### config.mk
export PLATFORM = sky130hd
export DESIGN_NAME = lgd_mul
export DESIGN_NICKNAME = d
export VERILOG_FILES = /design/src/hw/rtl/lgd_pkg.sv /design/src/hw/rtl/lgd_mul.sv
export SDC_FILE = /design/constraint.sdc
export NUM_CORES = 2
export LEC_CHECK = 0
export ABC_AREA = 0
export BUFFER_PORTS_ARGS = -buffer_cell sky130_fd_sc_hd__buf_4
export CAP_MARGIN = 20
export CORE_ASPECT_RATIO = 1.75
export CORE_MARGIN = 5
export CORE_UTILIZATION = 60
export DETAILED_ROUTE_END_ITERATION = 7
export GPL_ROUTABILITY_DRIVEN = 0
export GPL_TIMING_DRIVEN = 1
export PLACE_DENSITY = 0.87
export SYNTH_ARGS = -nofsm -noshare
export SYNTH_HDL_FRONTEND = slang
export SYNTH_SLANG_ARGS = --single-unit
export TNS_END_PERCENT = 5
### constraint.sdc
create_clock -name clk -period 14.9 [get_ports clk]
set_input_delay 1.49 -clock clk [delete_from_list [all_inputs] [get_ports clk]]
set_output_delay 1.49 -clock clk [all_outputs]
set_load 0.01 [all_outputs]
### src/hw/rtl/lgd_pkg.sv
`timescale 1ns / 1ps
// ----------------------------------------------------------------------------
// Normalized Legendre package
// Shared types, constants and helper functions for the value and slope unit.
// ----------------------------------------------------------------------------
package lgd_pkg;

	// Largest order and degree handled; the 6-bit fields never exceed it.
	localparam int unsigned MAX_ORDER = 63;

	// Argument limits in Q1.30.
	localparam logic signed [31:0] X_ONE = 32'sh4000_0000;

	// Saturation limits.
	localparam logic signed [63:0] Q40_MAX   = 64'sh7FFF_FFFF_FFFF_FFFF;
	localparam logic [63:0]        VALUE_LIM = 64'h0000_0000_7FFF_FFFF;
	localparam logic [127:0]       SLOPE_LIM = 128'h7FFF_FFFF_FFFF;

	// Status codes.
	localparam logic [1:0] STATUS_OK   = 2'd0;
	localparam logic [1:0] STATUS_DEG  = 2'd1;
	localparam logic [1:0] STATUS_POLE = 2'd2;

	typedef struct packed {
		logic [5:0]         order_n;
		logic [5:0]         degree_m;
		logic signed [31:0] x_arg;
	} lgd_in_t;

	typedef struct packed {
		logic signed [31:0] value;
		logic signed [47:0] slope;
		logic [1:0]         status;
	} lgd_out_t;

	// Multiplier request and response.
	typedef struct packed {
		logic               go;
		logic               sh40;
		logic signed [63:0] a;
		logic signed [63:0] b;
	} lgd_mul_req_t;

	typedef struct packed {
		logic               done;
		logic signed [63:0] prod;
	} lgd_mul_rsp_t;

	// Divider request and response.
	typedef struct packed {
		logic         go;
		logic [127:0] num;
		logic [63:0]  den;
	} lgd_div_req_t;

	typedef struct packed {
		logic         done;
		logic [127:0] quot;
	} lgd_div_rsp_t;

	// Square root request and response.
	typedef struct packed {
		logic         go;
		logic [127:0] rad;
	} lgd_sqrt_req_t;

	typedef struct packed {
		logic        done;
		logic [63:0] root;
	} lgd_sqrt_rsp_t;

	// Magnitude of a signed 64-bit value.
	function automatic logic [63:0] lgd_umag(input logic signed [63:0] a);
		return a[63] ? 64'(-a) : 64'(a);
	endfunction

	// Saturating subtraction, limited to plus or minus (2^63-1).
	function automatic logic signed [63:0] lgd_ssub(input logic signed [63:0] a,
		input logic signed [63:0] b);
		logic signed [64:0] d;
		logic signed [64:0] lim;
		lim = 65'(Q40_MAX);
		d = 65'(a) - 65'(b);
		if (d > lim)
			return Q40_MAX;
		else if (d < -lim)
			return -Q40_MAX;
		else
			return d[63:0];
	endfunction

endpackage

### src/hw/rtl/lgd_mul.sv
`timescale 1ns / 1ps
// ----------------------------------------------------------------------------
// Iterative fixed-point multiplier
// Multiplies two signed 64-bit values with four 32x32 partial products, then
// rounds to nearest (ties away from zero), shifts by 40 or 30 and saturates.
// ----------------------------------------------------------------------------
module lgd_mul (
	input  logic                 clk,
	input  logic                 arst_n,
	input  lgd_pkg::lgd_mul_req_t req,
	output lgd_pkg::lgd_mul_rsp_t rsp
);
	import lgd_pkg::*;

	logic [63:0]  am_q, bm_q;
	logic         neg_q, sh40_q;
	logic [127:0] acc_q;
	logic [1:0]   cnt_q;
	logic         busy_q, rnd_q, done_q;
	logic signed [63:0] prod_q;

	logic [31:0]  ah_w, bh_w;
	logic [63:0]  pp_w;
	logic [1:0]   pos_w;
	logic [127:0] ppx_w;
	logic [127:0] racc_w, shf_w;
	logic [62:0]  mag_w;

	// Select the partial product for this cycle and align it.
	always_comb begin
		ah_w  = cnt_q[1] ? am_q[63:32] : am_q[31:0];
		bh_w  = cnt_q[0] ? bm_q[63:32] : bm_q[31:0];
		pp_w  = ah_w * bh_w;
		pos_w = 2'(cnt_q[1]) + 2'(cnt_q[0]);
		ppx_w = {64'b0, pp_w} << {pos_w, 5'b0};
	end

	// Rounding, scaling and saturation of the finished product.
	always_comb begin
		racc_w = acc_q + (sh40_q ? (128'd1 << 39) : (128'd1 << 29));
		shf_w  = sh40_q ? (racc_w >> 40) : (racc_w >> 30);
		mag_w  = (shf_w[127:63] != '0) ? Q40_MAX[62:0] : shf_w[62:0];
	end

	always_ff @(posedge clk or negedge arst_n) begin
		if (!arst_n) begin
			busy_q <= 1'b0;
			rnd_q  <= 1'b0;
			done_q <= 1'b0;
			cnt_q  <= '0;
		end else begin
			done_q <= 1'b0;
			if (req.go) begin
				am_q   <= lgd_umag(req.a);
				bm_q   <= lgd_umag(req.b);
				neg_q  <= req.a[63] ^ req.b[63];
				sh40_q <= req.sh40;
				acc_q  <= '0;
				cnt_q  <= '0;
				busy_q <= 1'b1;
			end else if (busy_q) begin
				acc_q <= acc_q + ppx_w;
				cnt_q <= cnt_q + 2'd1;
				if (cnt_q == 2'd3) begin
					busy_q <= 1'b0;
					rnd_q  <= 1'b1;
				end
			end else if (rnd_q) begin
				rnd_q  <= 1'b0;
				done_q <= 1'b1;
				prod_q <= neg_q ? -$signed({1'b0, mag_w}) : $signed({1'b0, mag_w});
			end
		end
	end

	assign rsp.done = done_q;
	assign rsp.prod = prod_q;

endmodule

==> results of run 1 <==
==> metal layers <==
metal | overflow | track usage, %
met1 | 0 | 43.4
met2 | 5 | 65.9
met3 | 2 | 27.0
met4 | 12 | 48.8
met5 | 0 | 7.81
==> cells by family after synthesis <==
| group | count (synthesis) | synth area share, % |
|---|---|---|
| adders and majority gates | 1293 | 36.5 |
| and+or+nand+nor | 2560 | 18.5 |
| buffers and inverters | 1407 | 8.43 |
| AOI/OAI and AO/OA | 1107 | 11.5 |
| xor gates and xnor gates | 377 | 5.26 |
| muxes | 257 | 4.27 |
| DFF | 327 | 15.6 |
==> stage by stage <==
step / util (%) / worst slack [ns] / area (um2)
after floorplan: - / 2.72 / 62700
after global placement: 62.9 / 1.05 / 65600
after detailed placement: 62.9 / 0.725 / 65600
after CTS: 64.1 / 0.566 / 66800
==> impl_results.md, run 1 <==
- Result of the run: aborted with a tool error
- Stage where the run ended: global routing
- Tool error: [ERROR GRT-0116] Global routing finished with congestion. Check the congestion regions in the DRC Viewer.
- Register area share after synthesis: 15.6%
- Async set-or-reset flop fraction in the synthesized netlist: 1.53%
- Via count of the first global-routing pass: roughly 65000
- Cell with the most instances after synthesis: sky130_fd_sc_hd__inv_1
- Final global-route overflow total: 19
- Combined global-route utilization of all metal layers: between 40 and 50%
- Number of buffers on the longest clock path: 3
- Initial standard-cell utilization of the core: about 60%
- Port Buffers: 196
- Number of gates given a new drive strength after cts: 0
- Number of cell rows: 157
- Warnings from Yosys: 0
- Clock buffers created by TritonCTS: 36
- Pin count of the biggest net entering global routing: 75
- Global-route wire length before repair: between 300000 and 400000 um
- Proportion of netlist area held by the largest area contributor: 28.6%
- Total clock sinks: 327
- Number of flops mapped to enable cells by yosys: 322
- Hold buffers post-CTS: 0
- Number of I/O pins: 197
- Leading post-synthesis cells by cell area: sky130_fd_sc_hd__fa_1 29%, sky130_fd_sc_hd__edfxtp_1 15%, sky130_fd_sc_hd__ha_1 7.9%, sky130_fd_sc_hd__inv_1 6.0%, sky130_fd_sc_hd__nor2_1 5.9%
- Half-perimeter wire length of the detailed placement result: 185000 um
- Mean instance size in the synthesized netlist: ~8.6 um2
- Mapped Cells: 7328
- FF+latch count, synth: 327
- Chip Height: 438 um
- Most used DFF post-synth: sky130_fd_sc_hd__edfxtp_1
- Number of placed instances with taps included: roughly 8600
- Leading cell types by count after synthesis: 1001 x sky130_fd_sc_hd__inv_1, 994 x sky130_fd_sc_hd__nor2_1, 897 x sky130_fd_sc_hd__fa_1
- Post-synthesis instance area: between 60000 and 70000 um2
- Top cell type by total area after synthesis: sky130_fd_sc_hd__fa_1
- CTS Root Buffer Type: sky130_fd_sc_hd__clkbuf_16
- Net count after synthesis: roughly 8800
- Number of buffers inserted by post-CTS setup repair: 0
- DIE WIDTH: ~250 um
- Count of distinct cell types in the synthesized netlist: 87
- Maximum level of the CTS H-tree: 2
==> run 2, diff against run 1 <==
Settings changed: CORE_ASPECT_RATIO 1.75 to unset, CORE_UTILIZATION 60 to 40, PLACE_DENSITY 0.87 to unset, PLACE_DENSITY_LB_ADDON set to 0.15.
==> impl_results.md, run 2 <==
- Violation count after the first detailed-route iteration: ~5500
- Most used DFF post-synth: sky130_fd_sc_hd__edfxtp_1
- Mapped Cells: 7328
- Endpoint required time on the critical path: 15.32 ns
- Most frequent CP cell: sky130_fd_sc_hd__fa_1
- Crit-path max cell delay: 0.87 ns
- Final Hold Vio Count: 0
- Port Buffers: 196
- Fraction of final layout cells sized beyond drive strength 1: 8.32%
- DIE WIDTH: 406 um
- Clock transition time at the flip-flop clock pins of the worst setup and hold paths: roughly 0.080 ns
- Remaining max-slew budget at the tightest pin: 18.9%
- Crit Path Class: flip-flop to flip-flop
- Final global-route overflow total: 0
- Number of buffers on the longest clock path: 3
- Max FFs per register: 128
- Net count after synthesis: about 8800
- Chip Height: between 400 and 500 um
- Layout Area Growth over Synthesis: 8.50%
- Number of buffers inserted by post-CTS setup repair: 0
- Total die area: 165000 um2
- Warnings from Yosys: 0
- F_max: just over 70 MHz
- Unrepaired setup endpoints after global routing: no
- Latest clock arrival within the worst-skew pair: between 0.6 and 0.7 ns
- Total via count after detailed routing: 54715
- Core area: around 160000 um2
- First-pass detailed-route iteration total: 7
- Average routed wire per standard cell: 24.7 um
- Count of max-cap constraint violations: 0
- Most common cell after layout, fill and taps aside: sky130_fd_sc_hd__inv_1
- Leading cell types by count after synthesis: 1001 x sky130_fd_sc_hd__inv_1, 994 x sky130_fd_sc_hd__nor2_1, 897 x sky130_fd_sc_hd__fa_1
- Kind of capture point of the worst setup path: flip-flop
- Final clock period utilization by the worst path: 94.7%
- Combined global-route utilization of all metal layers: 27.7%
- Startpoint type of the worst setup path: flip-flop
- Final routed DRC violation total: 0
- # setup viols final: 0
- Async set-or-reset flop fraction in the synthesized netlist: 1.53%
- Routed WL: 232000 um
- Antenna-violating nets left: 0
- Number of cell rows: about 150
- Via count of the first global-routing pass: 53701
- Number of gates given a new drive strength after cts: 0
- FF+latch count, synth: 327
- Half-perimeter wire length of the detailed placement result: 187000 um
- Leading post-synthesis cells by cell area: sky130_fd_sc_hd__fa_1 29%, sky130_fd_sc_hd__edfxtp_1 15%, sky130_fd_sc_hd__ha_1 7.9%, sky130_fd_sc_hd__inv_1 6.0%, sky130_fd_sc_hd__nor2_1 5.9%
- Maximum level of the CTS H-tree: 2
- Pin slew with the least headroom to its limit: 1.21 ns
- Hold buffers post-CTS: 0
- Pin count of the biggest net entering global routing: 66
- Number of flops mapped to enable cells by yosys: roughly 320
- Signal arrival time at the worst endpoint: 14.53 ns
- Count of distinct cell types in the synthesized netlist: 87
- Register area share after synthesis: between 10% and 20%
- Crit-path max FO: 25
- Critical-path cell with the highest stage delay: sky130_fd_sc_hd__mux2i_4
- Setup slack, reg-to-reg: 0.80 ns
- Fin nets: 8740
- Register with the most flip-flops: acc_q
- Number of I/O pins: 197
- Utilization of the core after routing: 43.6%
- Final Max Slew Viols: 0
- CTS Root Buffer Type: sky130_fd_sc_hd__clkbuf_16
- TritonCTS clock tree: yes
- Cell with the most instances after synthesis: sky130_fd_sc_hd__inv_1
- Proportion of netlist area held by the largest area contributor: between 20% and 30%
- Initial standard-cell utilization of the core: 40.2%
- Result of the run: finished clean
- Top cell type by total area after synthesis: sky130_fd_sc_hd__fa_1
- Routed vias/inst: 5.82
- Global-route wire length before repair: 345000 um
- Antenna violations before repair: 8
- Setup TNS Final: 0 ns
- Clock period minus final worst setup slack: 14.10 ns
- Hold crit path type: flip-flop to flip-flop
- Worst setup skew after layout: approximately 0.056 ns
- Clock buffers created by TritonCTS: 42
- Total clock sinks: 327
- Post-synthesis instance area: roughly 63000 um2
- Mean instance size in the synthesized netlist: approximately 8.6 um2
- Most frequent cells in the layout: 1000 x sky130_fd_sc_hd__inv_1, 993 x sky130_fd_sc_hd__nor2_1, 897 x sky130_fd_sc_hd__fa_1, 776 x sky130_fd_sc_hd__nand2_1, 396 x sky130_fd_sc_hd__ha_1
==> run 2: final timing paths <==
path                                           start                       end  cells past startpoint
worst max-delay path            cnt_q[0]$_DFFE_PN0N_  acc_q[120]$_SDFFCE_PP0P_                     42
min in group asynchronous                     arst_n      cnt_q[0]$_DFFE_PN0N_                      1
worst min-delay path               rnd_q$_DFFE_PN0P_          done_q$_DFF_PN0_                      1
max in group asynchronous                     arst_n         rnd_q$_DFFE_PN0P_                      3
worst max register to register  cnt_q[0]$_DFFE_PN0N_  acc_q[120]$_SDFFCE_PP0P_                     42
worst min register to register     rnd_q$_DFFE_PN0P_          done_q$_DFF_PN0_                      1
==> run 2: logic make-up after synthesis <==
logic type	Yosys count	share of synthesized area (%)
adders and majority gates	1293	36.5
and+or+nand+nor	2560	18.5
AOI/OAI and AO/OA	1107	11.5
DFF	327	15.6
buffers and inverters	1407	8.43
muxes	257	4.27
xor gates and xnor gates	377	5.26
==> run 2: area by class of cell <==
class | count | area [um2]
Sequential cell | 327 | 9810
Antenna cell | 3 | 7.51
Timing Repair Buffer | 348 | 2630
Inverter | 1002 | 3760
Multi-Input combinational cell | 5594 | 47900
Tap cell | 2058 | 2570
Clock buffer | 47 | 1080
Clock inverter | 28 | 305
Fill cell | 15597 | 88000
==> run 2: per-stage QoR <==
| step | setup slack, ns | cell area [um2] | instances | hold WS [ns] |
|---|---|---|---|---|
| 3_5_place_dp | 0.0810 | 66600 | 9326 | 0.600 |
| 5_1_grt | 0.0601 | 68100 | 9404 | 0.619 |
| 4_1_cts | 0.0658 | 68000 | 9401 | 0.603 |
| 3_3_place_gp | 0.411 | 66600 | 9325 | 0.585 |
| 2_1_floorplan | 2.72 | 62700 | 7328 | 0.468 |
| 6_report | 0.796 | 68100 | 9407 | 0.598 |
==> run 2: critical path, delay by kind of cell, from the launching register on <==
| family | cells | cell delay (ns) |
|---|---|---|
| compound gates | 11 | 4.07 |
| buf+inv | 8 | 1.19 |
| simple gates | 10 | 1.34 |
| flops | 1 | 0.72 |
| xor+xnor | 1 | 0.36 |
| fa+ha+maj | 10 | 4.93 |
| mux | 2 | 1.15 |
==> run 2: layer usage <==
layer	vias up	share of wire (%)	global-route usage [%]
li1	24243	-	-
met1	27360	43	39.9
met2	2622	43	41.1
met3	484	9.5	5.43
met4	6	4.8	10.9
met5	-	0.012	0
Power of run 2 is left out: the tool's default activity adds up to more than one toggle a clock period on the data nets, which glitch-free logic cannot reach.
