--- config.mk ---
export PLATFORM = sky130hd
export DESIGN_NAME = lgd_div
export DESIGN_NICKNAME = d
export VERILOG_FILES = /design/src/hw/rtl/lgd_pkg.sv /design/src/hw/rtl/lgd_div.sv
export SDC_FILE = /design/constraint.sdc
export NUM_CORES = 1
export LEC_CHECK = 0
export BUFFER_PORTS_ARGS = -buffer_cell sky130_fd_sc_hd__buf_2
export CAP_MARGIN = 40
export CORE_MARGIN = 2
export CORE_UTILIZATION = 60
export DETAILED_ROUTE_END_ITERATION = 7
export GPL_ROUTABILITY_DRIVEN = 0
export PLACE_DENSITY = 0.93
export SLEW_MARGIN = 15
export SYNTH_ARGS = -nofsm -noshare
export SYNTH_HDL_FRONTEND = slang
export SYNTH_SLANG_ARGS = --single-unit
--- constraint.sdc ---
create_clock -name clk -period 11.3 [get_ports clk]
set_clock_uncertainty 0.15 [all_clocks]
set_input_delay 2.26 -clock clk [delete_from_list [all_inputs] [get_ports clk]]
set_output_delay 2.26 -clock clk [all_outputs]
set_load 0.02 [all_outputs]
--- src/hw/rtl/lgd_pkg.sv ---
`timescale 1ns / 1ps
// ----------------------------------------------------------------------------
// Normalized Legendre package
// Shared types, constants and helper functions for the value and slope unit.
// ----------------------------------------------------------------------------
package lgd_pkg;

	// Largest order and degree handled; the 6-bit fields never exceed it.
	localparam int unsigned MAX_ORDER = 63;

	// Argument limits in Q1.30.
	localparam logic signed [31:0] X_ONE = 32'sh4000_0000;

	// Saturation limits.
	localparam logic signed [63:0] Q40_MAX   = 64'sh7FFF_FFFF_FFFF_FFFF;
	localparam logic [63:0]        VALUE_LIM = 64'h0000_0000_7FFF_FFFF;
	localparam logic [127:0]       SLOPE_LIM = 128'h7FFF_FFFF_FFFF;

	// Status codes.
	localparam logic [1:0] STATUS_OK   = 2'd0;
	localparam logic [1:0] STATUS_DEG  = 2'd1;
	localparam logic [1:0] STATUS_POLE = 2'd2;

	typedef struct packed {
		logic [5:0]         order_n;
		logic [5:0]         degree_m;
		logic signed [31:0] x_arg;
	} lgd_in_t;

	typedef struct packed {
		logic signed [31:0] value;
		logic signed [47:0] slope;
		logic [1:0]         status;
	} lgd_out_t;

	// Multiplier request and response.
	typedef struct packed {
		logic               go;
		logic               sh40;
		logic signed [63:0] a;
		logic signed [63:0] b;
	} lgd_mul_req_t;

	typedef struct packed {
		logic               done;
		logic signed [63:0] prod;
	} lgd_mul_rsp_t;

	// Divider request and response.
	typedef struct packed {
		logic         go;
		logic [127:0] num;
		logic [63:0]  den;
	} lgd_div_req_t;

	typedef struct packed {
		logic         done;
		logic [127:0] quot;
	} lgd_div_rsp_t;

	// Square root request and response.
	typedef struct packed {
		logic         go;
		logic [127:0] rad;
	} lgd_sqrt_req_t;

	typedef struct packed {
		logic        done;
		logic [63:0] root;
	} lgd_sqrt_rsp_t;

	// Magnitude of a signed 64-bit value.
	function automatic logic [63:0] lgd_umag(input logic signed [63:0] a);
		return a[63] ? 64'(-a) : 64'(a);
	endfunction

	// Saturating subtraction, limited to plus or minus (2^63-1).
	function automatic logic signed [63:0] lgd_ssub(input logic signed [63:0] a,
		input logic signed [63:0] b);
		logic signed [64:0] d;
		logic signed [64:0] lim;
		lim = 65'(Q40_MAX);
		d = 65'(a) - 65'(b);
		if (d > lim)
			return Q40_MAX;
		else if (d < -lim)
			return -Q40_MAX;
		else
			return d[63:0];
	endfunction

endpackage

--- src/hw/rtl/lgd_div.sv ---
`timescale 1ns / 1ps
// ----------------------------------------------------------------------------
// Restoring divider
// Divides a 128-bit numerator by a 64-bit divisor below 2^63, one quotient
// bit per cycle.
// ----------------------------------------------------------------------------
module lgd_div (
	input  logic                 clk,
	input  logic                 arst_n,
	input  lgd_pkg::lgd_div_req_t req,
	output lgd_pkg::lgd_div_rsp_t rsp
);
	import lgd_pkg::*;

	logic [127:0] num_q;
	logic [63:0]  den_q, rem_q;
	logic [6:0]   cnt_q;
	logic         busy_q, done_q;

	logic [64:0]  rsh_w, rnx_w;
	logic         ge_w;

	// One shift and trial subtraction.
	always_comb begin
		rsh_w = {rem_q, num_q[127]};
		ge_w  = rsh_w >= {1'b0, den_q};
		rnx_w = ge_w ? rsh_w - {1'b0, den_q} : rsh_w;
	end

	always_ff @(posedge clk or negedge arst_n) begin
		if (!arst_n) begin
			busy_q <= 1'b0;
			done_q <= 1'b0;
			cnt_q  <= '0;
		end else begin
			done_q <= 1'b0;
			if (req.go) begin
				num_q  <= req.num;
				den_q  <= req.den;
				rem_q  <= '0;
				cnt_q  <= '0;
				busy_q <= 1'b1;
			end else if (busy_q) begin
				rem_q <= rnx_w[63:0];
				num_q <= {num_q[126:0], ge_w};
				cnt_q <= cnt_q + 7'd1;
				if (cnt_q == 7'd127) begin
					busy_q <= 1'b0;
					done_q <= 1'b1;
				end
			end
		end
	end

	assign rsp.done = done_q;
	assign rsp.quot = num_q;

endmodule

After elaboration in Yosys (flattened, before gate mapping) --
Index checks and enable logic that the tools add are counted.
Word-level totals: bits in registers 265, word-level logic and storage cells 25, input bits 195
Cells by class: equal/unequal tests 1, $add $sub $neg 2, muxes and demuxes 12, reduce and logical (&&, ||, !) cells 3, order comparisons 1
Operator list (number):
- $mux 128 | 2
- $mux 64 | 2
- $ge 65x64->1 | 1
- $sub 64x64->64 | 1
- $mux 7 | 2
- $add 7x1->7 const B | 1
- $eq 7x7->1 const B | 1
- $mux 1 | 6
- $reduce_and 2->1 | 2
- $reduce_bool 2->1 | 1

Logic depth before layout (Yosys ltp) --
Gate-level depths: netlist (run 1).
depth in word-level cells 4, depth in mapped cells 15, gate-level depth less buffers 14

Worst setup path before layout (run 1) --
OpenSTA, ideal clock, no wires.
kind in2reg, from input port req[192] in the netlist's numbering, to register num_q[0] (enable), cell stages on the path 4, arrival time 8.437 ns, required time 10.521 ns, setup slack 2.084 ns, library setup time 0.629 ns, path through clkbuf_1 nor2_1 clkbuf_1 nor2b_1
Between the ends: longest elaborated chain between the ends 2
Ends and longest elaborated chain:
- start, declared | RTL line lgd_div.sv:10 | input lgd_pkg::lgd_div_req_t req,
- $reduce_bool 2->1 (no source line)
- $reduce_and 2->1 (no source line)
- end signal, assigned | RTL line lgd_div.sv:38 | num_q <= req.num;
- end signal, assigned | RTL line lgd_div.sv:45 | num_q <= {num_q[126:0], ge_w};
- end, declared | RTL line lgd_div.sv:15 | logic [127:0] num_q;
Every way passes these cells. A chain may end at the register's enable or synchronous reset.

Worst setup path after layout (run 1) --
from input port req[192] in the netlist's numbering, to register num_q[96] (enable)
Same word-level chain as after synthesis.

==> results.json, run 1 <==
{
  "avgRoutedWirePerCell_um": 21.9,
  "gr-total-overflow": 0,
  "status": "finished clean",
  "synth.area.top_cells": "edfxtp_1 50%, mux2_2 9.5%, ha_1 5.3%, mux2i_1 2.9%, a21oi_1 2.6%",
  "clock_path_buffers": 3,
  "die-area_mm2": 0.0267,
  "grt_max_degree": 93,
  "insertion_delay_ps": 580,
  "via_per_inst": 6.14,
  "grt_first_pass_wirelength_um": 64100,
  "relSlewSlack_pct": 38.3,
  "ant_nets": 0,
  "synth_nets": 1544,
  "max_cap_violations": 0,
  "worst_setup_path_start_kind": "primary input",
  "vdd_ir_drop_max_mv": 0.144,
  "worstPathCellList": "buf_6 > buf_16 > nor2_1 > buf_6 > nor2b_4 > buf_4 > buf_4",
  "port_buffers": 323,
  "finalWirelength_um": 42300,
  "ys_ff_latch": 265,
  "netSwitchingFraction_pct": 32.3,
  "setup_viol": 0,
  "nets": 1840,
  "ys_dominant_reg_cell": "edfxtp_1",
  "timing.fmax_mhz": 204,
  "clock-sinks": 265,
  "grtUsageTotal_pct": 30.9,
  "placed_cells": 1879,
  "clockPowerShare_pct": 28.9,
  "async_flop_share_pct": 3.40,
  "synth_top_area_share_pct": 50.5,
  "cts_setup_buffers": 0,
  "hold_viol": 0,
  "grt_pass1_vias": 11900,
  "end_kind": "flip-flop",
  "rsz0062_at_grt": "no",
  "drive_above_1_share_pct": 33.3,
  "chipHeight_um": 163,
  "finalSetupTns_ps": 0,
  "cts_tree": "built",
  "netlist_area_mm2": 0.0152,
  "start_util_pct": 60.8,
  "syn_inst": 1283,
  "p_per_area_mw_per_mm2": 169,
  "drtIter0Drc": 1166,
  "ys_warn_count": 0,
  "crit_required_ps": 11360,
  "num_rows": 58,
  "postCtsHoldBufs": 0,
  "cts_root_buf": "clkbuf_16",
  "seqPwrFrac_pct": 41.7,
  "num_vias": 11900,
  "final_cell_count_no_fill": 1935,
  "combPwrFrac_pct": 29.4,
  "worstPathArrival_ps": 4970,
  "synth-edff-count": 256,
  "worstMarginPinSlew_ps": 926,
  "period_minus_slack_ps": 4910,
  "p_leak_nw": 7.63,
  "postCtsResizedCells": 0,
  "power_mw": 3.03,
  "synth_top_area_cell": "edfxtp_1",
  "switching_power_mw": 0.978,
  "period_share_pct": 43.4,
  "cpMaxStageDelayCell": "buf_4",
  "ys_types": 79,
  "crit_family": "buffers and inverters",
  "fp.dieW_um": 163,
  "p_int_mw": 2.05,
  "coreArea_mm2": 0.0250,
  "hp-class": "flip-flop to flip-flop",
  "numCtsBuffers": 28,
  "pin_count": 324,
  "clk_pin_slew_ps": 60,
  "firstDrtPassIters": 7,
  "synth.avg_cell_area_um2": 11.9,
  "antenna_found_initial": 10,
  "syn2layout_area_growth_pct": 18.1,
  "hpwl_um": 30800,
  "slew_violations": 0,
  "critPathMaxFanout": 92,
  "yosysSeqAreaShare_pct": 52.0,
  "critPathKind": "primary input to flip-flop",
  "slowest_delay_ps": 800,
  "route.detailed.drc": 0,
  "htreeDepth": 1,
  "cp.buffers_inverters": 5
}
[power by group through the flow]
stage / Clock, mW / Combinational [mW] / Sequential, mW
final: 0.876 / 0.890 / 1.27
after floorplan: 0 / 0.617 / 1.31
after global routing: 0.918 / 0.960 / 1.27
after global placement: 0 / 0.829 / 1.28
after detailed placement: 0 / 0.868 / 1.28
after CTS: 0.884 / 0.877 / 1.26
[worst min-delay path, delay by kind of cell, from the launching register on]
kind	cells	cell delay, ps
flops	1	370
simple gates	1	90
mux	1	80
[cell type report]
class                   count  area, µm²
repair buffers            335       1790
diodes                      6       15.0
inverters                  81        304
clock buffers              36        731
fillers                  1666       7050
multi-input cells         868       6700
clock inverters            14        121
well taps                 330        413
flip-flops and latches    265       7910
[routing by layer]
layer,wire (µm),vias up,GRT usage (%)
met5,67,-,0
met4,2200,10,13.5
met3,3440,141,8.30
met2,21000,588,53.9
met1,15600,5707,35.9
li1,-,5430,-
[sequential cells by signal (all words and copies together), names as in the netlist]
register and count:
busy_q 1, cnt_q 7, den_q 64, done_q 1
num_q 128, rem_q 64
[final timing paths]
path | slack, ps | to | from | depth (start not counted)
max | 6390 | num_q[96]$_DFFE_PP_ | req[192] | 7
min | 430 | cnt_q[1]$_DFFE_PN0N_ | cnt_q[1]$_DFFE_PN0N_ | 2
max reg2reg | 7060 | rem_q[8]$_SDFFCE_PP0P_ | num_q[127]$_DFFE_PP_ | 13
min reg2reg | 430 | cnt_q[1]$_DFFE_PN0N_ | cnt_q[1]$_DFFE_PN0N_ | 2
max in group asynchronous | 8750 | cnt_q[0]$_DFFE_PN0N_ | arst_n | 3
min in group asynchronous | 1980 | cnt_q[2]$_DFFE_PN0N_ | arst_n | 3
[through the flow]
step           utilization (%)  hold slack (ps)  cell area (µm²)  setup WS, ps
2_1_floorplan                -              362            15200          2080
3_3_place_gp              67.9              383            17000          5620
3_5_place_dp              68.4              406            17100          5810
4_1_cts                   71.8              431            18000          6410
5_1_grt                   71.8              443            18000          6240
6_report                  71.8              426            18000          6390
[logic make-up after synthesis]
group | after synthesis | synth area share [%]
AO/OA/AOI/OAI | 306 | 14.0
XOR/XNOR | 61 | 3.51
adder cells (fa/ha/maj) | 66 | 5.47
buffers and inverters | 150 | 4.14
flip-flops | 265 | 52.0
multiplexers | 176 | 12.7
AND/OR/NAND/NOR | 259 | 8.25
[Yosys cell counts, drive strengths merged (8+ instances only)]
cell type / instances
nor2b: 9
buf: 15
xnor2: 36
nor3: 10
a311oi: 8
o21a: 9
nor2: 84
ha: 65
a21oi: 81
xor2: 25
o21bai: 14
mux2: 132
mux2i: 44
nand4: 23
edfxtp: 256
dfrtp: 9
a31oi: 11
inv: 81
clkbuf: 54
nand2: 74
a211oi: 49
nand3: 25
a21o: 36
o21ai: 53
[cells in the final DEF (no fill, tap or decap), types with 24 or more instances in the layout]
cell type	synthesis	layout
edfxtp_1	256	256
ha_1	65	65
mux2i_1	44	44
o21ai_0	41	41
mux2_2	128	128
a21oi_1	80	79
xor2_1	25	25
a21o_1	36	36
buf_2	9	322
a211oi_1	47	47
nand2_1	72	72
xnor2_1	36	36
inv_1	81	81
nor2_1	84	84
nand3_1	24	24
clkbuf_16	0	28
No activity file was read; power rests on OpenSTA's default activity.
==> run 2, diff against run 1 <==
--- a/config.mk
+++ b/config.mk
@@ -8,10 +8,10 @@
 export BUFFER_PORTS_ARGS = -buffer_cell sky130_fd_sc_hd__buf_2
 export CAP_MARGIN = 40
 export CORE_MARGIN = 2
-export CORE_UTILIZATION = 60
+export CORE_UTILIZATION = 56
 export DETAILED_ROUTE_END_ITERATION = 7
 export GPL_ROUTABILITY_DRIVEN = 0
-export PLACE_DENSITY = 0.93
+export PLACE_DENSITY = 0.88
 export SLEW_MARGIN = 15
 export SYNTH_ARGS = -nofsm -noshare
 export SYNTH_HDL_FRONTEND = slang
==> constraint.sdc (replaced) <==
create_clock -name clk -period 4.74 [get_ports clk]
set_clock_uncertainty 0.15 [all_clocks]
set_input_delay 0.948 -clock clk [delete_from_list [all_inputs] [get_ports clk]]
set_output_delay 0.948 -clock clk [all_outputs]
set_load 0.02 [all_outputs]
==> results.json, run 2 (synthesis results as in run 1) <==
{
  "reg2reg_from": "rem_q[27]$_SDFFCE_PP0P_",
  "largest-register": "num_q",
  "start_util_pct": 56.8,
  "ant_nets": 0,
  "via_per_inst": 6.02,
  "crit_required_ps": 4920,
  "end_kind": "flip-flop",
  "violations": "DRC",
  "port_buffers": 323,
  "status": "finished with violations",
  "finalSetupTns_ps": 0,
  "die-area_mm2": 0.0285,
  "num_rows": 60,
  "final_common_cell": "buf_2",
  "critPathKind": "flip-flop to flip-flop",
  "netSwitchingFraction_pct": 31.6,
  "finalWirelength_um": 41200,
  "numCtsBuffers": 29,
  "worstMarginPinSlew_ps": 825,
  "largest_reg_flops": 128,
  "relSlewSlack_pct": 45.0,
  "worstRegToRegCells": 12,
  "setup_slack_ps": 662,
  "num_vias": 11700,
  "clock-sinks": 265,
  "drive_above_1_share_pct": 33.4,
  "coreArea_mm2": 0.0268,
  "grt_max_degree": 133,
  "vdd_ir_drop_max_mv": 0.337,
  "cts_setup_buffers": 0,
  "fp.dieW_um": 169,
  "hold_viol": 0,
  "final_cell_area_mm2": 0.0181,
  "place_ws_ps": 763,
  "cts_root_buf": "clkbuf_16",
  "hp-class": "primary input to flip-flop",
  "p_per_area_mw_per_mm2": 413,
  "rsz0062_at_grt": "no",
  "whs_ps": 400,
  "grt_first_pass_wirelength_um": 63700,
  "clock_path_buffers": 3,
  "combPwrFrac_pct": 28.5,
  "slew_violations": 0,
  "fillers": 1938,
  "route.detailed.drc": 1,
  "firstDrtPassIters": 8,
  "max_cap_violations": 0,
  "worst_setup_path_start_kind": "flip-flop",
  "timing.fmax_mhz": 245,
  "grtUsageTotal_pct": 28.3,
  "p_int_mw": 5.10,
  "pin_count": 324,
  "antenna_found_initial": 12,
  "grt_pass1_vias": 11700,
  "critPathMaxFanout": 64,
  "hpwl_um": 29700,
  "top_regs": "num_q (128), den_q (64), rem_q (64)",
  "htreeDepth": 1,
  "switching_power_mw": 2.35,
  "post_dp_cell_area_mm2": 0.0171,
  "worstPathArrival_ps": 4250,
  "min_from": "req[20]",
  "clk_pin_slew_ps": 60,
  "period_share_pct": 86.0,
  "syn2layout_area_growth_pct": 18.6,
  "seqPwrFrac_pct": 40.3,
  "postCtsHoldBufs": 0,
  "crit_start": "rem_q[27]$_SDFFCE_PP0P_",
  "gr-total-overflow": 0,
  "hold-path-cell-count": 1,
  "drtIter0Drc": 1042,
  "period_minus_slack_ps": 4080,
  "chipHeight_um": 169,
  "postCtsResizedCells": 0,
  "clockPowerShare_pct": 31.2,
  "p_leak_nw": 7.65,
  "avgRoutedWirePerCell_um": 21.2,
  "nets": 1839,
  "cts_tree": "built",
  "insertion_delay_ps": 570,
  "setup_viol": 0,
  "most-common-layout-cells": "322 x buf_2, 256 x edfxtp_1, 128 x mux2_2"
}
run 2: cell types whose count changed in the layout (fill, tap and decap cells not counted), sizes merged:
| cell | delta |
|---|---|
| buf | -2 |
| inv | +1 |
| bufinv | +3 |
| clkbuf | -2 |
| clkinvlp | +2 |
| diode | -1 |
run 2: worst max-delay path, cell delays in order (launching register included):
cell and delay (ps):
edfxtp_1 430, ha_1 380, a21oi_1 230, o21ai_1 120, nand2_1 80, o21ai_1 80
or2_2 300, a311oi_1 410, nand3_2 240, nand4_4 290, nand2_8 370, mux2_1 480
a22o_1 200
run 2: area by class of cell:
cell class,instances,area (µm²),share of cell area [%]
inverters,81,304,1.68
well taps,341,427,2.36
repair buffers,333,1740,9.61
multi-input cells,868,6700,37.1
flip-flops and latches,265,7910,43.8
diodes,5,12.5,0.0693
clock buffers,34,744,4.12
clock inverters,20,226,1.25
run 2: power by group through the flow:
| stage | Clock [mW] | Combinational (mW) | Sequential [mW] |
|---|---|---|---|
| 2_1_floorplan | 0 | 1.47 | 3.11 |
| 3_3_place_gp | 0 | 2.00 | 3.04 |
| 3_5_place_dp | 0 | 2.06 | 3.05 |
| 4_1_cts | 2.36 | 2.09 | 3.00 |
| 5_1_grt | 2.44 | 2.31 | 3.03 |
| 6_report | 2.33 | 2.12 | 3.01 |
run 2: worst paths after layout:
check                                                to  slack, ps
worst min-delay path                den_q[20]$_DFFE_PP_        400
worst min register to register     cnt_q[1]$_DFFE_PN0N_        410
min in group asynchronous          cnt_q[0]$_DFFE_PN0N_       1030
worst max register to register  rem_q[43]$_SDFFCE_PP0P_        660
max in group asynchronous              busy_q$_DFF_PN0_       2960
worst max-delay path            rem_q[43]$_SDFFCE_PP0P_        660
run 2: per-stage QoR:
step	util, %	cells	power, mW
floorplan	-	1283	4.58
global placement	63.6	1887	5.04
detailed placement	63.6	1887	5.11
CTS	67.3	1941	7.45
global route	67.3	1943	7.77
finish	67.4	1947	7.45
run 2: routing by layer:
metal	routed length (µm)	global-route usage (%)	vias up
li1	-	-	5425
met1	15500	34.1	5534
met2	20100	48.7	598
met3	3590	7.79	151
met4	1890	10.6	10
met5	71	0	-
