<file path="src/hw/rtl/lgd_pkg.sv">
`timescale 1ns / 1ps
// ----------------------------------------------------------------------------
// Normalized Legendre package
// Shared types, constants and helper functions for the value and slope unit.
// ----------------------------------------------------------------------------
package lgd_pkg;

	// Largest order and degree handled; the 6-bit fields never exceed it.
	localparam int unsigned MAX_ORDER = 63;

	// Argument limits in Q1.30.
	localparam logic signed [31:0] X_ONE = 32'sh4000_0000;

	// Saturation limits.
	localparam logic signed [63:0] Q40_MAX   = 64'sh7FFF_FFFF_FFFF_FFFF;
	localparam logic [63:0]        VALUE_LIM = 64'h0000_0000_7FFF_FFFF;
	localparam logic [127:0]       SLOPE_LIM = 128'h7FFF_FFFF_FFFF;

	// Status codes.
	localparam logic [1:0] STATUS_OK   = 2'd0;
	localparam logic [1:0] STATUS_DEG  = 2'd1;
	localparam logic [1:0] STATUS_POLE = 2'd2;

	typedef struct packed {
		logic [5:0]         order_n;
		logic [5:0]         degree_m;
		logic signed [31:0] x_arg;
	} lgd_in_t;

	typedef struct packed {
		logic signed [31:0] value;
		logic signed [47:0] slope;
		logic [1:0]         status;
	} lgd_out_t;

	// Multiplier request and response.
	typedef struct packed {
		logic               go;
		logic               sh40;
		logic signed [63:0] a;
		logic signed [63:0] b;
	} lgd_mul_req_t;

	typedef struct packed {
		logic               done;
		logic signed [63:0] prod;
	} lgd_mul_rsp_t;

	// Divider request and response.
	typedef struct packed {
		logic         go;
		logic [127:0] num;
		logic [63:0]  den;
	} lgd_div_req_t;

	typedef struct packed {
		logic         done;
		logic [127:0] quot;
	} lgd_div_rsp_t;

	// Square root request and response.
	typedef struct packed {
		logic         go;
		logic [127:0] rad;
	} lgd_sqrt_req_t;

	typedef struct packed {
		logic        done;
		logic [63:0] root;
	} lgd_sqrt_rsp_t;

	// Magnitude of a signed 64-bit value.
	function automatic logic [63:0] lgd_umag(input logic signed [63:0] a);
		return a[63] ? 64'(-a) : 64'(a);
	endfunction

	// Saturating subtraction, limited to plus or minus (2^63-1).
	function automatic logic signed [63:0] lgd_ssub(input logic signed [63:0] a,
		input logic signed [63:0] b);
		logic signed [64:0] d;
		logic signed [64:0] lim;
		lim = 65'(Q40_MAX);
		d = 65'(a) - 65'(b);
		if (d > lim)
			return Q40_MAX;
		else if (d < -lim)
			return -Q40_MAX;
		else
			return d[63:0];
	endfunction

endpackage

</file>
<file path="src/hw/rtl/lgd_sqrt.sv">
`timescale 1ns / 1ps
// ----------------------------------------------------------------------------
// Digit-by-digit square root
// Floor square root of a 128-bit radicand, one root bit per cycle.
// ----------------------------------------------------------------------------
module lgd_sqrt (
	input  logic                  clk,
	input  logic                  arst_n,
	input  lgd_pkg::lgd_sqrt_req_t req,
	output lgd_pkg::lgd_sqrt_rsp_t rsp
);
	import lgd_pkg::*;

	logic [127:0] rad_q;
	logic [65:0]  rem_q;
	logic [63:0]  root_q;
	logic [5:0]   cnt_q;
	logic         busy_q, done_q;

	logic [67:0]  rsh_w, trial_w, rnx_w;
	logic         ge_w;

	// Bring down two radicand bits and try the next root bit.
	always_comb begin
		rsh_w   = {rem_q, rad_q[127:126]};
		trial_w = {2'b0, root_q, 2'b01};
		ge_w    = rsh_w >= trial_w;
		rnx_w   = ge_w ? rsh_w - trial_w : rsh_w;
	end

	always_ff @(posedge clk or negedge arst_n) begin
		if (!arst_n) begin
			busy_q <= 1'b0;
			done_q <= 1'b0;
			cnt_q  <= '0;
		end else begin
			done_q <= 1'b0;
			if (req.go) begin
				rad_q  <= req.rad;
				rem_q  <= '0;
				root_q <= '0;
				cnt_q  <= '0;
				busy_q <= 1'b1;
			end else if (busy_q) begin
				rad_q  <= {rad_q[125:0], 2'b00};
				rem_q  <= rnx_w[65:0];
				root_q <= {root_q[62:0], ge_w};
				cnt_q  <= cnt_q + 6'd1;
				if (cnt_q == 6'd63) begin
					busy_q <= 1'b0;
					done_q <= 1'b1;
				end
			end
		end
	end

	assign rsp.done = done_q;
	assign rsp.root = root_q;

endmodule

</file>
<file path="config.mk">
export PLATFORM = sky130hd
export DESIGN_NAME = lgd_sqrt
export DESIGN_NICKNAME = d
export VERILOG_FILES = /design/src/hw/rtl/lgd_pkg.sv /design/src/hw/rtl/lgd_sqrt.sv
export SDC_FILE = /design/constraint.sdc
export NUM_CORES = 1
export LEC_CHECK = 0
export ABC_AREA = 1
export BUFFER_PORTS_ARGS = -buffer_cell sky130_fd_sc_hd__buf_2
export CAP_MARGIN = 30
export CORE_UTILIZATION = 40
export CTS_BUF_LIST = sky130_fd_sc_hd__clkbuf_2 sky130_fd_sc_hd__clkbuf_4 sky130_fd_sc_hd__clkbuf_8
export DETAILED_ROUTE_END_ITERATION = 10
export GPL_ROUTABILITY_DRIVEN = 0
export SLEW_MARGIN = 20
export SYNTH_ARGS = -nofsm -noshare
export SYNTH_HDL_FRONTEND = slang
export SYNTH_SLANG_ARGS = --single-unit
</file>
<file path="constraint.sdc">
create_clock -name clk -period 8.1 [get_ports clk]
set_clock_uncertainty 0.15 [all_clocks]
set_input_delay 2.43 -clock clk [delete_from_list [all_inputs] [get_ports clk]]
set_output_delay 2.43 -clock clk [all_outputs]
set_load 0.005 [all_outputs]
</file>
Word-level counts from Yosys, hierarchy flattened

Cells that the tools add are included.

Register bits: 266

Muxes and demuxes: 13
Add/sub/neg operators: 2
Reductions and logical operators: 2
Order comparisons: 1
Equality and inequality tests: 1

Operators by type and width:

| kind                                                          | number |
|---|---|
| 128-bit two-way mux                                           | 2 |
| 66-bit two-way mux                                            | 2 |
| 68-bit by 66-bit >= comparator with 1-bit output              | 1 |
| 66-bit subtractor                                             | 1 |
| 64-bit two-way mux                                            | 1 |
| 6-bit two-way mux                                             | 2 |
| 6-bit by 1-bit adder with 6-bit output, second input constant | 1 |
| 6-bit == test, second input constant                          | 1 |
| 1-bit two-way mux                                             | 6 |
| 2-bit AND reduction                                           | 1 |
| 2-bit nonzero test                                            | 1 |

Longest topological paths before layout

Gate-level depths: netlist of the first run.

Depth in word-level cells: 4
Gate-level depth with buffers: 19

Worst setup path before layout of the first run

OpenSTA, ideal clock, no wires.

Path kind: input port to flip-flop
From: input port req[128] (netlist name)
To: register rad_q[0] (enable)
Setup time: 617 ps
Data required time: 7,333 ps
Arrival time: 8,106 ps
Slack: -773 ps
Buffers on the path: 1
Stages: 3
Cells stage by stage: clkbuf_1 > nor2_1 > nor2_1

Longest elaborated chain between the ends: 2

RTL lines:

| what                          | RTL line       | source |
|---|---|---|
| from (decl)                   | lgd_sqrt.sv:9  | `input lgd_pkg::lgd_sqrt_req_t req,` |
| 2-bit nonzero test (no line)  | --             |  |
| 2-bit AND reduction (no line) | --             |  |
| to (signal assigned)          | lgd_sqrt.sv:39 | `rad_q <= req.rad;` |
| to (signal assigned)          | lgd_sqrt.sv:45 | `rad_q <= {rad_q[125:0], 2'b00};` |
| to (decl)                     | lgd_sqrt.sv:14 | `logic [127:0] rad_q;` |

Every way passes these cells.
A chain may end at the register's enable or synchronous reset.

Worst setup path in the final report of the first run

From: register root_q[1]
To: register rem_q[52], data pin

Longest elaborated chain between the ends: 3

RTL lines:

| what                                                                                  | RTL line                       | source |
|---|---|---|
| from (decl)                                                                           | lgd_sqrt.sv:16                 | `logic [63:0] root_q;` |
| from (signal assigned)                                                                | lgd_sqrt.sv:47                 | `root_q <= {root_q[62:0], ge_w};` |
| 66-bit subtractor or 68-bit by 66-bit >= comparator with 1-bit output (tied branches) | lgd_sqrt.sv:28, lgd_sqrt.sv:27 |  |
| 66-bit two-way mux *                                                                  | lgd_sqrt.sv:28                 | `rnx_w = ge_w ? rsh_w - trial_w : rsh_w;` |
| 66-bit two-way mux *                                                                  | lgd_sqrt.sv:44                 | `end else if (busy_q) begin` |
| to (signal assigned)                                                                  | lgd_sqrt.sv:46                 | `rem_q <= rnx_w[65:0];` |
| to (decl)                                                                             | lgd_sqrt.sv:15                 | `logic [65:0] rem_q;` |

Every way passes the cells marked *; elsewhere a longest branch is shown, timed or not.

==> flow_summary.toml, run 1 <==
[status]
status = "completed"

[synth]
yosysSeqAreaShare_pct = 42.95
avgSynthCellArea_um2 = 7.051
synthesis.nets = 2822
yosys.area_share.simple_pct = 35.39
synthCells = 2624
yosys_warnings = 0
synth-compound-area-share_pct = 5.058
synth_cell_type_count = 38
synth_xor_area_share_pct = 1.467
syn_area_um2 = 18500
muxShareOfSynthArea_pct = 0
synth-adder-area-share_pct = 4.531
ys_seq_elements = 266
synth_top_family_by_area = "simple AND/OR/NAND/NOR gates"

[worst_setup_path]
r2r-start = "root_q[1]$_SDFFCE_PP0P_"
end_kind = "flop"
crit_slowest_cell = "nand2_4"
critPathMaxStageDelay_ps = 600
path_common_cell = "nand2_1"
crit_type = "reg2reg"
start_kind = "flop"
critPathMaxFanout = 64
crit_buf_inv = 2
crit_family = "simple AND/OR/NAND/NOR gates"
r2r-end = "rem_q[52]$_SDFFCE_PP0P_"
path_cells = "inv_1, ha_1, nand2_1, nand2_1, inv_1, nand2_1, nand4_1, nand3_1, nand2_1, nand3_2, nand2_4, nand2_4, nand2_4, nor2_1, nor2_1, nor2_1"
r2r_slack_ps = 3710
required_ps = 8300
r2r_cells = 16
arrival_ps = 4590

[clocking]
clk_path_buf_depth = 3
cts_tree = "built"
clk_pin_slew_worst_paths_ps = 60
cts_hold_buffers = 0
post_cts.repair.setup_buffers = 0
clk_latency_ps = 660
cts_resized = 0
htreeDepth = 2
cts.sinks = 266
numCtsBuffers = 47
cts-root-buf = "clkbuf_8"

[placement]
hpwl_um = 39830
io_buffers = 195
dpl_worst_slack_ps = 3198

[power_and_ir_drop]
seqPwrFrac_pct = 37.9
powerDensity_nw_per_um2 = 220.2
clockPowerShare_pct = 29.4
leakagePower_nw = 10.93
p_switching_w = 0.001700
internal-power_w = 0.002921
comb_power_share_pct = 32.7
peakVddDrop_mv = 0.1309
power.total_w = 0.004622
swShare_pct = 36.79

[routing]
wl_per_cell_um = 15.60
ant_nets = 0
dr.pass1.iters = 6
avgViaCountPerCell = 5.026
routed_wirelength_um = 53460
route.detailed.drc = 0
drtIter0Drc = 1477
vias = 17230

[flow_run]
cap_violations = 0

[sta]
rsz0062_at_grt = "no"
timing.fmax_mhz = 227.7
fin_ws_ps = 3708
finalHoldViolations = 0
tns_ps = 0
finalCritPeriodShare_pct = 54.22
setup_viol = 0
relSlewSlack_pct = 41.44
fin_crit_ps = 4392
drv_slew = 0
worst_slew_pin_slew_ps = 878.4

[hold_path]
min_path_type = "reg2reg"
min_to = "rad_q[125]$_DFFE_PP_"
hp-start = "rad_q[123]$_DFFE_PP_"
whs_path_depth = 2

[floorplan]
pin_count = 196
start_util_pct = 40.68
die_x_um = 217.1
die-area_um2 = 47120
core_area_um2 = 45480
die_h_um = 217.1
fp-row-count = 78

[layout]
diodes = 0
layout.nets = 2989
drive_above_1_share_pct = 11.49
areaGrowthSynthToFinish_pct = 13.42
final_common_cell = "nand2_1"
final_util_pct = 46.15
layout_common_cells = "nand2_1 (1129), inv_1 (415), edfxtp_1 (258), buf_2 (193), nor2_1 (165)"

[global_route]
antenna_found_initial = 0
grt_overflow = 0
grtUsageTotal_pct = 23.03
grt_pass1_wl_um = 87110
grt_pass1_vias = 16737
grt_start_max_net_pins = 129
## power groups by stage
stage	combinational, W	clock [W]	sequential [W]
2_1_floorplan	0.00108	0	0.00176
3_3_place_gp	0.00148	0	0.00178
3_5_place_dp	0.00149	0	0.00177
4_1_cts	0.00150	0.00140	0.00175
5_1_grt	0.00172	0.00145	0.00176
6_report	0.00151	0.00136	0.00175
## state kept, by name, summed over array words and instances, names as in the netlist
name	flops
rad_q	128
rem_q	66
root_q	64
cnt_q	6
busy_q	1
done_q	1
## layer usage
| layer | up-vias | wire [um] | track usage [%] |
|---|---|---|---|
| li1 | 8680 | - | - |
| met1 | 7860 | 24470 | 31.36 |
| met2 | 596 | 23360 | 36.18 |
| met3 | 94 | 4040 | 4.822 |
| met4 | 0 | 1594 | 7.958 |
| met5 | - | 0 | 0 |
## worst min-delay path, delay by kind of cell, from the launching register on
family | cells | cell delay, ps
flops | 1 | 320
simple gates | 2 | 100
## layout make-up
class                           instances  area [um^2]
Clock buffer                           65        800.8
Clock inverter                         21        198.9
Fill cell                            4796        24490
Inverter                              423         1590
Multi-Input combinational cell       1848         8610
Sequential cell                       266         7951
Tap cell                              600        750.7
Timing Repair Buffer                  205         1085
## worst max path at each step
stage                              from  depth (start not counted)                 endpoint
2_1_floorplan                  req[128]                          3   rad_q[0]$_SDFFCE_PN0P_
3_3_place_gp                   req[128]                          5  rem_q[28]$_SDFFCE_PP0P_
3_5_place_dp                   req[128]                          6      rad_q[58]$_DFFE_PP_
4_1_cts        root_q[13]$_SDFFCE_PP0P_                         18  rem_q[52]$_SDFFCE_PP0P_
5_1_grt        root_q[17]$_SDFFCE_PP0P_                         18  rem_q[53]$_SDFFCE_PP0P_
6_report        root_q[1]$_SDFFCE_PP0P_                         16  rem_q[52]$_SDFFCE_PP0P_
## per-stage QoR
| step | hold WS (ps) | std cells | area (um^2) |
|---|---|---|---|
| floorplan | 337.4 | 2624 | 18510 |
| global placement | 342.8 | 3341 | 19970 |
| detailed placement | 347.6 | 3342 | 19990 |
| CTS | 337.9 | 3428 | 20990 |
| global route | 339.1 | 3428 | 20990 |
| finish | 332.3 | 3428 | 20990 |
## cells by family (layout without fill, tap and decap cells)
family	after synthesis	after routing
AOI/OAI and AO/OA	161	161
xor gates and xnor gates	31	31
adders and majority gates	67	67
buffers and inverters	510	714
DFF	266	266
and+or+nand+nor	1589	1589
## synth_stat cells (all sizes together)
| cell type | number | area share, % |
|---|---|---|
| a21oi | 61 | 1.7 |
| o211ai | 1 | 0.041 |
| nand3 | 147 | 4.0 |
| nand3b | 7 | 0.28 |
| nor3b | 1 | 0.041 |
| nor4 | 7 | 0.27 |
| nand4 | 84 | 2.8 |
| a21o | 4 | 0.16 |
| o22ai | 63 | 2.1 |
| buf | 33 | 0.92 |
| nor2 | 187 | 4.1 |
| a22o | 1 | 0.047 |
| o21bai | 9 | 0.39 |
| nand2 | 1135 | 23 |
| clkbuf | 54 | 1.1 |
| dfrtp | 8 | 1.1 |
| inv | 423 | 8.6 |
| and2 | 1 | 0.034 |
| xor2 | 31 | 1.5 |
| nor3 | 20 | 0.60 |
| o21ai | 20 | 0.54 |
| edfxtp | 258 | 42 |
| a211oi | 2 | 0.081 |
| ha | 67 | 4.5 |
(Power assumes the default switching activity.)
==> run 2: changes to the inputs <==
- ABC_AREA: 1 -> 0
- clock period: 8.1 -> 3.7 ns (I/O delays scaled with it)
==> run 2 against run 1 <==
Sequential share of layout area rose by 3.0 points. Setup slack lost 3500 ps. Critical path depth down 2. First-iteration DRC count shrank 51%. Largest cell class is now sequential cells. Global-route usage is 3.3 points lower. Worst hold slack improved by 57 ps.
==> flow_summary.toml, run 2 <==
[placement]
io_buffers = 195
dp_cells = 2224
hpwl_um = 28530
dpl-instance-area_um2 = 18210

[synth]
yosys-top-cells-area = "edfxtp_1 (47%), mux2_2 (8.6%), mux2i_1 (5.1%), ha_1 (5.1%), nor2_1 (4.5%)"
synth-main-ff-cell = "edfxtp_1"
synthesis.nets = 1735
yosysTopAreaCell = "edfxtp_1"
synth_cell_type_count = 72
yosys-top-cells-count = "edfxtp_1 (258), nor2_1 (199), mux2_2 (126), a21oi_1 (119), inv_1 (88)"
syn_area_um2 = 16420
ys_seq_elements = 266
synth_top_cell_area_share_pct = 47.17
yosys_warnings = 0
yosysSeqAreaShare_pct = 48.39
synth_most_common_cell = "edfxtp_1"
async_flop_share_pct = 3.008
synth-edff-count = 258
synthCells = 1537
avgSynthCellArea_um2 = 10.69

[power_and_ir_drop]
comb_power_share_pct = 33.1
powerDensity_nw_per_um2 = 538.7
p_switching_w = 0.003483
swShare_pct = 33.26
peakVddDrop_mv = 0.3166
clockPowerShare_pct = 29.2
seqPwrFrac_pct = 37.7
internal-power_w = 0.006988
leakagePower_nw = 8.253

[sta]
timing.fmax_mhz = 282.9
tns_ps = 0
worst_slew_pin_slew_ps = 782.8
relSlewSlack_pct = 47.81
drv_slew = 0
finalCritPeriodShare_pct = 95.52
setup_viol = 0
finalHoldViolations = 0
fin_crit_ps = 3534

[floorplan]
die_h_um = 204.6
start_util_pct = 40.96
fp-row-count = 73
core_area_um2 = 40100
die-area_um2 = 41880
die_x_um = 204.6
pin_count = 196

[flow_run]
cap_violations = 0

[hold_path]
min_path_type = "reg2reg"
min_to = "rad_q[125]$_DFFE_PP_"
hp-start = "rad_q[123]$_DFFE_PP_"
whs_path_depth = 1

[layout]
reg_top3 = "rad_q (128), rem_q (66), root_q (64)"
largest_register_ffs = 128
top_register = "rad_q"
finalNonFillerCells = 2328
final_area_um2 = 19440
layout.nets = 1958
areaGrowthSynthToFinish_pct = 18.34
multi_input_area_um2 = 7806
seqCellArea_um2 = 7951
layout_common_cells = "edfxtp_1 (258), nor2_1 (199), buf_2 (193), mux2_2 (126), a21oi_1 (116)"
n_fill_cell = 3692
drive_above_1_share_pct = 28.43
final_common_cell = "edfxtp_1"

[routing]
avgViaCountPerCell = 5.412
dr.pass1.iters = 5
drtIter0Drc = 728
route.detailed.drc = 0
ant_nets = 0
vias = 12599
wl_per_cell_um = 17.76
routed_wirelength_um = 41350

[global_route]
grt_pass1_vias = 12615
grt_start_max_net_pins = 106
grt_overflow = 0
grt_pass1_wl_um = 66180
antenna_found_initial = 7
grtUsageTotal_pct = 19.68

[worst_setup_path]
r2r-start = "root_q[15]$_SDFFCE_PP0P_"
r2r-end = "rem_q[34]$_SDFFCE_PP0P_"
end_kind = "flop"
crit_type = "reg2reg"
setup.worst_path.start = "root_q[15]$_SDFFCE_PP0P_"
critPathMaxFanout = 8
start_kind = "flop"
arrival_ps = 3730
required_ps = 3890
r2r_cells = 14
r2r_slack_ps = 170

[clocking]
cts-root-buf = "clkbuf_8"
clk_latency_ps = 630
cts.sinks = 266
htreeDepth = 2
numCtsBuffers = 49
clk_pin_slew_worst_paths_ps = 60
cts_tree = "built"
clk_path_buf_depth = 3
cts_hold_buffers = 0

[status]
status = "completed"
[run 2: area by class of cell]
type,instances,area share [%]
inverters,89,1.719
clock inverters,17,0.9076
multi-input cells,1089,40.16
clock buffers,75,4.538
diodes,2,0.02575
repair buffers,265,8.362
flip-flops and latches,266,40.91
well taps,525,3.379
[run 2: metrics by stage]
step / utilization, % / total power, W / setup slack, ps / hold slack, ps
6_report: 48.48 / 0.01047 / 165.7 / 389.7
4_1_cts: 48.06 / 0.01047 / 41.38 / 397.1
5_1_grt: 48.47 / 0.01109 / -34.12 / 406.8
2_1_floorplan: - / 0.006392 / 8.919 / 362.6
3_3_place_gp: 45.42 / 0.007293 / 134.2 / 378.4
3_5_place_dp: 45.42 / 0.007334 / 107.0 / 384.1
[run 2: logic make-up after synthesis]
kind of cell / synth area share, %
mux: 13.76
xor+xnor: 3.093
simple gates: 10.57
compound gates: 14.49
fa+ha+maj: 5.104
flops: 48.39
buf+inv: 4.594
[run 2: power groups by stage]
stage / sequential, W / combinational (W) / clock [W]
after detailed placement: 0.00400 / 0.00333 / 0
final: 0.00395 / 0.00346 / 0.00306
after floorplan: 0.00393 / 0.00246 / 0
after global placement: 0.00399 / 0.00330 / 0
after global routing: 0.00399 / 0.00383 / 0.00328
after CTS: 0.00395 / 0.00335 / 0.00317
[run 2: layer usage]
layer | share of wire, % | up-vias | track usage (%)
li1 | - | 6161 | -
met1 | 45 | 6013 | 26.05
met2 | 45 | 344 | 30.43
met3 | 7.8 | 73 | 6.172
met4 | 2.2 | 8 | 6.370
met5 | 0.15 | - | 0
[run 2: worst max path at each step]
stage / slack [ps] / depth (start not counted) / end
final: 170 / 14 / rem_q[34]$_SDFFCE_PP0P_
after global routing: -30 / 13 / rem_q[4]$_SDFFCE_PP0P_
after CTS: 40 / 12 / rem_q[50]$_SDFFCE_PP0P_
after floorplan: 9 / 2 / rad_q[0]$_SDFFCE_PN0P_
after global placement: 130 / 12 / rem_q[62]$_SDFFCE_PP0P_
after detailed placement: 110 / 12 / rem_q[62]$_SDFFCE_PP0P_
[run 2: repair_timing]
action	4_1_cts	5_1_grt
buffers inserted	0	7
resized for setup	0	19
setup endpoints to repair	0	53
[run 2: critical path: stages (launching register included)]
cell      delay [ps]
edfxtp_1         400
inv_1             70
ha_2             390
nand4_1          210
or3_1            350
nor4_1           180
o21a_1           230
o21bai_4         100
a21oi_4          200
a311oi_4         120
buf_4            160
inv_2            110
buf_4            240
mux2i_1          240
a211oi_1          90
